===== src/mmrb_pkg.sv =====
`default_nettype none
// ----------------------------------------------------------------------------
// mmrb_pkg
// Shared types and constants for the multichannel mixing ring buffer: item
// codes, controller states and the command/status bundles.
// ----------------------------------------------------------------------------
package mmrb_pkg;

	localparam int FRAMES_DEF       = 4096;
	localparam int MAX_CHANNELS_DEF = 8;

	localparam int POS_W    = 12;
	localparam int CHAN_W   = 3;
	localparam int SAMPLE_W = 24;
	localparam int CIU_W    = 4;

	localparam logic [CIU_W-1:0] CIU_RESET = 4'd2;

	localparam logic signed [SAMPLE_W-1:0] SAMPLE_MAX = 24'sh7FFFFF;
	localparam logic signed [SAMPLE_W-1:0] SAMPLE_MIN = 24'sh800000;

	typedef enum logic {
		OP_MIX   = 1'b0,
		OP_DRAIN = 1'b1
	} op_t;

	typedef enum logic [1:0] {
		SRC_POSITION = 2'd0,
		SRC_READ_PTR = 2'd1,
		SRC_CURSOR   = 2'd2
	} src_t;

	typedef enum logic {
		KIND_REPORT = 1'b0,
		KIND_DRAIN  = 1'b1
	} kind_t;

	typedef enum logic [2:0] {
		ST_CLEAR,
		ST_IDLE,
		ST_READ,
		ST_MIX,
		ST_REPORT,
		ST_DRAIN
	} state_t;

	typedef struct packed {
		logic capture;   // latch an accepted transaction
		logic clear_wr;  // zero one store entry of the clearing pass
		logic mix_wr;    // write back the saturated sum, move the cursor
		logic report;    // load a position report into the output register
		logic drain_wr;  // load a drained sample and zero its slot
		logic cnt_inc;   // next channel of a drain
		logic rp_adv;    // advance the read pointer
	} cmd_t;

	typedef struct packed {
		logic clr_done;
		logic is_drain;
		logic run_last;
		logic last_ch;
		logic out_free;
	} status_t;

endpackage
`default_nettype wire


===== src/mmrb_ctrl.sv =====
`default_nettype none
// ----------------------------------------------------------------------------
// mmrb_ctrl
// Sequencer: clearing pass after reset, read-modify-write of a mix and the
// per-channel read-and-clear loop of a drain.
// ----------------------------------------------------------------------------
module mmrb_ctrl (
	input  wire logic              clk,
	input  wire logic              arst_n,
	input  wire logic              in_valid,
	output logic                   in_ready,
	input  wire mmrb_pkg::status_t status,
	output mmrb_pkg::cmd_t         cmd
);

	mmrb_pkg::state_t state_q;
	mmrb_pkg::state_t state_d;

	always_ff @(posedge clk or negedge arst_n) begin
		if (!arst_n) begin
			state_q <= mmrb_pkg::ST_CLEAR;
		end else begin
			state_q <= state_d;
		end
	end

	always_comb begin
		state_d  = state_q;
		cmd      = '0;
		in_ready = 1'b0;
		case (state_q)
			mmrb_pkg::ST_CLEAR: begin
				cmd.clear_wr = 1'b1;
				if (status.clr_done) begin
					state_d = mmrb_pkg::ST_IDLE;
				end
			end
			mmrb_pkg::ST_IDLE: begin
				in_ready = 1'b1;
				if (in_valid) begin
					cmd.capture = 1'b1;
					state_d     = mmrb_pkg::ST_READ;
				end
			end
			mmrb_pkg::ST_READ: begin
				// store read issued here, data registered for the next state
				state_d = status.is_drain ? mmrb_pkg::ST_DRAIN : mmrb_pkg::ST_MIX;
			end
			mmrb_pkg::ST_MIX: begin
				cmd.mix_wr = 1'b1;
				state_d    = status.run_last ? mmrb_pkg::ST_REPORT : mmrb_pkg::ST_IDLE;
			end
			mmrb_pkg::ST_REPORT: begin
				if (status.out_free) begin
					cmd.report = 1'b1;
					state_d    = mmrb_pkg::ST_IDLE;
				end
			end
			mmrb_pkg::ST_DRAIN: begin
				if (status.out_free) begin
					cmd.drain_wr = 1'b1;
					if (status.last_ch) begin
						cmd.rp_adv = 1'b1;
						state_d    = mmrb_pkg::ST_IDLE;
					end else begin
						cmd.cnt_inc = 1'b1;
						state_d     = mmrb_pkg::ST_READ;
					end
				end
			end
			default: begin
				state_d = mmrb_pkg::ST_IDLE;
			end
		endcase
	end

endmodule
`default_nettype wire


===== config.mk =====
export PLATFORM = sky130hd
export DESIGN_NAME = mmrb_ctrl
export DESIGN_NICKNAME = d
export VERILOG_FILES = /design/src/mmrb_pkg.sv /design/src/mmrb_ctrl.sv
export SDC_FILE = /design/constraint.sdc
export NUM_CORES = 1
export LEC_CHECK = 0
export ABC_AREA = 1
export BUFFER_PORTS_ARGS = -buffer_cell sky130_fd_sc_hd__buf_2
export CAP_MARGIN = 20
export CORE_AREA = 2 2 39 41
export DETAILED_ROUTE_END_ITERATION = 16
export DIE_AREA = 0 0 41 43
export MAX_ROUTING_LAYER = met4
export PLACE_DENSITY = 0.41
export SLEW_MARGIN = 20
export SYNTH_ARGS = -nofsm -noshare
export SYNTH_HDL_FRONTEND = slang
export SYNTH_SLANG_ARGS = --single-unit

===== constraint.sdc =====
create_clock -name clk -period 3 [get_ports clk]
set_input_delay 0.45 -clock clk [delete_from_list [all_inputs] [get_ports clk]]
set_output_delay 0.45 -clock clk [all_outputs]
set_load 0.05 [all_outputs]

**Word level (Yosys, flattened, before mapping)**

Index checks and enable logic that the tools add are counted.
W data, S select, Z words.

- Word-level logic and storage cells: 31
- Bits in registers: 3

- Reductions and logical operators: 2
- Multiplexer cells: 19
- Equality and inequality tests: 9

Operators with widths:

| kind | count |
|---|---|
| $mux W3 | 8 |
| $pmux W3 S6 | 1 |
| $mux W1 | 9 |
| $ne A2 B2 Y1 const B | 4 |
| $eq A3 B2 Y1 const B | 2 |
| $eq A3 B3 Y1 const B | 2 |
| $reduce_and A4 Y1 | 1 |
| $eq A3 B1 Y1 const B | 1 |
| $logic_not A3 Y1 | 1 |
| $mux W2 | 1 |

**Longest topological paths before layout**

Gate-level depths: netlist (run 1).

- Depth in word-level cells: 3
- Gate-level depth with buffers: 7
- Gate-level depth less buffers: 7

**Least setup slack after synthesis (run 1)**

No wires, ideal clock.

- Path type: reg-to-output
- From: register state_q[1]
- To: output cmd[1] (netlist name)
- Path slack: 0.878 ns
- Buffers on the path: 0
- Arrival: 1.672 ns
- Stages on the path, launching flop included: 4
- Required time: 2.550 ns
- Cells stage by stage: dfrtp_1 -> inv_2 -> nand3_1 -> nor3_1

RTL lines:

| what | RTL line | source |
|---|---|---|
| start: declaration | mmrb_ctrl.sv:16 | `mmrb_pkg::state_t state_q;` |
| start signal: assignment | mmrb_ctrl.sv:21 | `state_q <= mmrb_pkg::ST_CLEAR;` |
| start signal: assignment | mmrb_ctrl.sv:23 | `state_q <= state_d;` |
| end: declaration | mmrb_ctrl.sv:13 | `output mmrb_pkg::cmd_t cmd` |

==> results of run 1 <==
## synth_stat cells (all sizes together)
cell type | number | area (sq um)
nand4 | 1 | 6.26
o21ai | 2 | 10.0
nor2 | 8 | 35.0
dfrtp | 3 | 75.1
and2 | 1 | 6.26
o211ai | 1 | 7.51
nor3 | 3 | 15.0
inv | 9 | 33.8
nand2 | 7 | 28.8
a21oi | 1 | 5.00
nand3 | 6 | 35.0
## layout by cell type, fill, tap and decap left out
| master | n |
|---|---|
| nor2_2 | 2 |
| dlygate4sd3_1 | 1 |
| nand2_1 | 6 |
| nand3_2 | 1 |
| inv_1 | 7 |
| and2_1 | 1 |
| nand2_2 | 1 |
| nor3_1 | 3 |
| nor2_1 | 6 |
| nand3_1 | 5 |
| a21oi_1 | 1 |
| inv_2 | 2 |
| o211ai_1 | 1 |
| dfrtp_1 | 3 |
| o21ai_0 | 2 |
| nand4_1 | 1 |
| clkbuf_1 | 1 |
| clkbuf_4 | 3 |
| buf_2 | 15 |
## repair_timing
item,in CTS,in global routing
resized for setup,0,0
hold endpoints to repair,3,0
hold buffers,1,0
## final timing paths
kind	endpoint	slack, ps	cells after the start
setup / recovery	cmd[0]	1160	6
hold / removal	state_q[1]	530	2
setup reg to reg	state_q[1]	1880	5
hold reg to reg	state_q[2]	660	2
max in group asynchronous	state_q[0]	2360	2
min in group clk	state_q[2]	540	3
## metal layers
metal	part of all wire, %	wire [um]
met1	44	317
met5	0	0
met3	5.9	43
met2	48	347
met4	2.6	19
## cells by family after synthesis
| kind of cell | Yosys count | share of synthesized area, % |
|---|---|---|
| AOI/OAI and AO/OA | 4 | 8.74 |
| buffers and inverters | 9 | 13.1 |
| DFF | 3 | 29.1 |
| and+or+nand+nor | 26 | 49.0 |
## cell type report
cell class / instances / area [sq um] / area share (%)
tap: 16 / 20.0 / 5.14
inverter: 9 / 33.8 / 8.68
clock buffer: 4 / 26.3 / 6.75
timing repair buffer: 16 / 85.1 / 21.9
sequential: 3 / 75.1 / 19.3
multi-input combinational: 30 / 149 / 38.3
## metrics by stage
step	area, sq um	util [%]	setup WS [ps]	hold WS [ps]	total power, mW
after CTS	389	28.1	1150	528	0.484
after global placement	353	25.5	1420	249	0.411
after detailed placement	353	25.5	1410	249	0.406
final	389	28.1	1160	529	0.478
after global routing	389	28.1	1020	552	0.516
after floorplan	258	-	878	154	0.338
## power by group
group	internal [mW]	switching, mW
sequential	0.0605	0.0332
clock	0.0500	0.0234
combinational	0.0825	0.229
==> flow_results.org, run 1 <==
** Synthesis
- The mapped netlist covers 258 sq um.
- Syn. warnings :: 0
- In this run the mean area of a mapped cell was 6.14 sq um.
- Yosys cell types :: 15
- Summing the sequential cell areas from Yosys gives 29.1% of the chip area.
- Cell count after synthesis :: 42
- #FFs+latches synth :: 3
- The number of nets handed over by synthesis was 50.

** Detailed routing
- DRC violations left :: 0
- Before antenna repair, the detailed router went through 4 iterations.
- ANT nets after route :: 0
- In the final routed layout, each cell accounts on average for 9.33 um.
- Violation count after the first detailed-route iteration :: 7
- Total via count after detailed routing :: 333
- Using the TritonRoute via totals, the vias-per-cell ratio works out to 4.27.
- For this block, the routed nets add up to 728 um of wire.

** Placed design
- DP HPWL :: 575 um
- Buffers placed on the I/O ports in this run total 15.
- Cell count after placement :: 73
- At the end of routability-driven placement, the weighted congestion stood at 0.660.

** Finish
- 0 antenna diodes ended up in the layout.
- Largest registers :: state_q: 3 flops
- Final cell count without fillers :: 78
- In the final design database the tool counted 71 nets.
- From synthesis to final layout, the design area changed by 51.0%.
- Of the cells placed in the final design, the portion with a size suffix greater than 1 is 38.7%.
- The register with the most flip-flops in the layout has 3 of them.
- Most flop-heavy register :: state_q
- After filler insertion, the fill cell instance count of the layout stands at 154.

** Pwr
- Worst vdd ir :: 231 uV
- Power spread over the standard cell area amounts to 1230 nW/um^2.
- For this design the static power due to leakage is 0.232 nW.

** STA
- In the finished design, the share of the clock period the worst path needs comes to 61.4%.
- Final hold vios :: 0
- The count of pins over their slew limit was 0.
- Peak Freq :: 543 MHz
- Final critical path time including I/O delays and setup :: 1840 ps
- Clock skew on the completed layout was measured at 3.90 ps.
- Headroom to the max-slew limit came out at 82.9%.
- Setup violations remaining at the end of the flow were counted as 0.
- Unrepaired setup endpoints after global routing :: no
- At the pin with the least slew margin, the transition time is 256 ps.
- Final sum of negative setup slack :: 0 ps

** Critical path
- The worst setup path is captured at a primary output.
- Startpoint class of the critical path :: flip-flop
- Crit-path max cell delay :: 410 ps
- Critical Path Slowest Stage Cell :: dfrtp_1
- Largest fanout of any net on the critical path :: 6
- For the worst setup path, the data required time is 2550 ps.
- Broken down by cell family, the worst path's largest delay share belongs to flip-flops.
- Start point of the critical path :: state_q[1]
- Cells along the critical path :: inv_2 -> nand2_2 -> nor2_2 -> nand2_1 -> nor2_1 -> buf_2
- Crit path buffers/inverters :: 2
- For the worst setup path, the data arrival time is 1390 ps.
- RR Startpoint :: state_q[2]
- The critical path is of the reg -> out type.

** Global route
- For met1 alone, demand over resource in global routing was 11.6%.
- All-Layer GR Usage :: 10.3%
- Final global-route overflow total :: 0
- Most crowded layer after global routing :: met2
- The first global-routing pass estimated 1.16 mm of wire.
- The number of antenna violations at the first check in global routing came to 0.
- The number of global-route vias before repair came to 294.
- Fraction of met2 tracks used by global routing :: 14.4%
- Entering global routing, the biggest net connects 8 pins.
- Routing usage on met3 :: 3.14%

** Floorplanning
- Die Height :: 43 um
- Floorplan die width :: 41 um
- Number of rows in the core area :: 14
- For this configuration, the core starts out at a cell density of 18.6%.
- The floorplan step defined a core boundary enclosing 1380 sq um.
- 16 I/O pins were placed.
- Die ar. :: 1760 sq um

** Clocking
- CTS Sinks :: 3
- Skew-Pair Late Insertion Delay :: 240 ps
- Clock H-tree levels :: 1
- Total setup buffers inserted after CTS :: 0
- After clock tree synthesis, the clock-pin slew on the worst setup and hold paths is 40 ps.
- Counting along the longest clock path gives a buffer depth of 2.
- Number of buffers added by the clock tree synthesis step :: 3
- TritonCTS clock tree :: yes
- Root buffer cell :: clkbuf_4

** Flow run
- Max-cap violations in this run came to 0.

** Run status
- Outcome :: finished, final reports clean

** Worst hold path
- In this run the worst hold path is classified as in -> async.
No activity file was read; power rests on OpenSTA's default activity.
==> inputs of run 2 (changes only) <==
==> constraint.sdc (replaced) <==
create_clock -name clk -period 1.9 [get_ports clk]
set_input_delay 0.285 -clock clk [delete_from_list [all_inputs] [get_ports clk]]
set_output_delay 0.285 -clock clk [all_outputs]
set_load 0.05 [all_outputs]
==> run 2 against run 1 <==
Count of clock-buffer cells in the layout unchanged. Non-clock buffer count stayed put. Cell area is 2.6% higher. Utilization rose by 0.72 points. Largest power group unchanged. Highest routed layer unchanged. Final cell count did not move.
==> flow_results.org, run 2 (synthesis results as in run 1) <==
** Finish
- Most flop-heavy register :: state_q
- The area of all placed cells without fillers is 399 sq um (+2.6%).
- The fill cell instance count of the final layout was 168 (+9.1%).
- Highest-count cells in the layout ignoring fill and taps :: buf_2, inv_1, nand2_1, nor2_1, nand3_1
- The library cell used most frequently in the layout, excluding fill and tap cells, is buf_2.
- Fraction of layout instances using a drive strength above 1 :: 41.9% (+3.2 points)
- Max FFs per register :: 3 (unchanged)
- The number of antenna diodes was 0 (unchanged).
- The count of non-filler cells in the finished layout was 78 (unchanged).
- Area used by sequential logic in the layout :: 75.1 sq um (unchanged)
- Final core utilization :: 28.8% (+0.72 points)
- The largest registers in the layout are state_q: 3 flops.
- Area occupied by multi-input gates :: 159 sq um (+6.7%)
- The number of nets in the layout was 71 (unchanged).
- Area growth from synthesis to layout :: 54.9%

** STA
- Unrepaired setup endpoints after global routing :: no
- Worst relative slew slack :: 82.9% (about the same)
- The worst path uses 89.8% of the clock period.
- Final sum of negative setup slack :: 0 ps (unchanged)
- Fin. max-slew vios :: 0 (unchanged)
- Slew at the pin closest to its max-slew limit :: 256 ps (-0.218 ps)
- Clk_skew :: 7.51 ps (+3.61 ps)
- The count of final setup violators came to 0 (unchanged).
- The worst path needs 1710 ps of the cycle, external delays included.
- The final hold violation count came to 0 (unchanged).
- Derived from the worst setup path, the maximum achievable clock frequency is 586 MHz.

** Pwr
- The overall power was 0.768 mW (+61%).
- Worst vdd ir :: 405 uV (+75%)
- The power per cell area is 1930 nW/um^2 (+57%).
- The cell leakage power is 0.235 nW (+1.3%).

** Detailed routing
- The wire length after detailed routing was 741 um (+1.8%).
- The detailed-route via count came to 334 (+0.30%).
- ANT nets after route :: 0 (unchanged)
- The met3 wirelength from detailed routing was 42 um (-2.3%).
- The detailed-route wire length on metal 1 was 315 um (-0.63%).
- DRC violations left :: 0 (unchanged)
- Detailed-route wire length per cell :: 9.50 um (+1.8%)
- The routed wire length on met2 came to 361 um (+4.0%).
- The number of search-and-repair iterations in the first detailed-routing pass came to 4 (unchanged).
- Per-cell via count in the routed design :: 4.28 (+0.30%)
- After detailed routing, no signal wire sits above met4.
- Violation count after the first detailed-route iteration :: 8 (+1)

** Global route
- Antenna violations before repair :: 0 (unchanged)
- The number of global-route vias before repair was 300 (+2.0%).
- The overflow left after global routing is 0 (unchanged).
- All-Layer GR Usage :: 10.5% (+0.21 points)
- Largest net degree at the start of global routing :: 8 (unchanged)
- Wire length of the first global-routing pass :: 1.17 mm (+1.2%)

** Flow run
- Maximum Capacitance Violations :: 0 (unchanged)

** Clocking
- The tree is rooted in a clkbuf_4.
- The worst-skew pair later-pin latency is 240 ps (about the same).
- Clock-pin transition on the worst setup and hold timing paths :: 40 ps (about the same)
- Clock H-tree levels :: 1 (unchanged)
- The post-CTS setup buffer count was 0 (unchanged).
- Post-CTS Resized :: 0 (unchanged)
- CTS Sinks :: 3 (unchanged)
- TritonCTS built the clock tree.
- Maximum count of clock buffers along a single path :: 2 (unchanged)
- The CTS buffer count is 3 (unchanged).

** Floorplanning
- Die ar. :: 1760 sq um (unchanged)
- Die Height :: 43 um (unchanged)
- The die width is 41 um (unchanged).
- Placeable core area :: 1380 sq um (unchanged)
- I/O pin count :: 16 (unchanged)
- Number of rows in the core area :: 14 (unchanged)
- The initial cell density of the core was 18.6% (unchanged).

** Worst hold path
- Hold crit path type :: in -> async

** Placed design
- The count of port buffers added during placement is 15 (unchanged).
- Final weighted congestion in routability-driven placement :: 0.767 (+16%)
- Post-Place Cell Area :: 363 sq um (+2.8%)
- The placed wire-length estimate after detailed placement came to 565 um (-1.7%).
- The post-placement cell count came to 73 (unchanged).

** Critical path
- Crit path depth :: 6 (unchanged)
- R2R Path End :: state_q[1]
- Crit path capture type :: primary output
- Critical Path Slowest Stage Cell :: dfrtp_1
- Worst R2R Path Depth :: 5 (unchanged)
- The required time at the worst-slack endpoint is 1620 ps (-930 ps).
- In this run the critical register-to-register path is launched from state_q[2].
- Termination of the worst setup path :: cmd[0]
- Kind of critical path :: reg -> out
- Start point of the critical path :: state_q[1]
- Largest fanout of any net on the critical path :: 6 (unchanged)
- STA classifies the critical path startpoint as a flip-flop.
- The worst-case register-to-register setup slack is 760 ps (-1120 ps).
- The signal on the critical path passes through inv_2 -> nand2_2 -> nor2_2 -> nand2_1 -> nor2_1 -> buf_2.
- Worst EP arrival :: 1420 ps (+30 ps)
- Crit path buffers/inverters :: 2 (unchanged)
- On the critical path the largest part of the delay comes from flip-flops.
- The biggest cell delay along the critical path came to 410 ps (about the same).

** Run status
- Outcome :: finished, final reports clean
## run 2: final cells by class
cell class	instances	share of cell area, %
clock buffers	4	6.58
multi-input cells	30	39.8
inverters	9	8.46
flip-flops and latches	3	18.8
well taps	16	5.02
repair buffers	16	21.3
## run 2: timing repair
item,CTS,global route
endpoints found under the setup margin,0,0
hold buffers,1,0
hold endpoints to repair,3,0
## run 2: how the worst min path moves through the flow
stage	slack [ps]	from	cells after the start	endpoint
after floorplan	-10	arst_n	0	state_q[0]
after global placement	80	arst_n	1	state_q[0]
after detailed placement	80	arst_n	1	state_q[2]
after CTS	350	arst_n	2	state_q[0]
after global routing	390	arst_n	2	state_q[0]
final	360	arst_n	2	state_q[0]
## run 2: routing by layer
metal  vias up  GRT usage [%]
met1       145           11.6
met2        12           15.0
li1        175              -
met5         -              -
met3         2           1.57
met4         0           10.0
## run 2: worst register-to-register path: cells and delay by family, from the launching register on
kind                   cells  cell delay (ps)
and+or+nand+nor            4              450
DFF                        1              430
buffers and inverters      1              150
## run 2: through the flow
step,hold slack (ps),setup slack [ps]
floorplan,-10.6,75.4
global placement,83.7,494
detailed placement,81.9,459
CTS,354,177
global route,385,42.1
finish,362,194
## run 2: where the power goes
part           leakage (nW)  switching (mW)  total (mW)  internal (mW)
clock                0.0150          0.0380       0.117         0.0790
sequential           0.0381          0.0533       0.149         0.0956
combinational         0.182           0.370       0.503          0.132
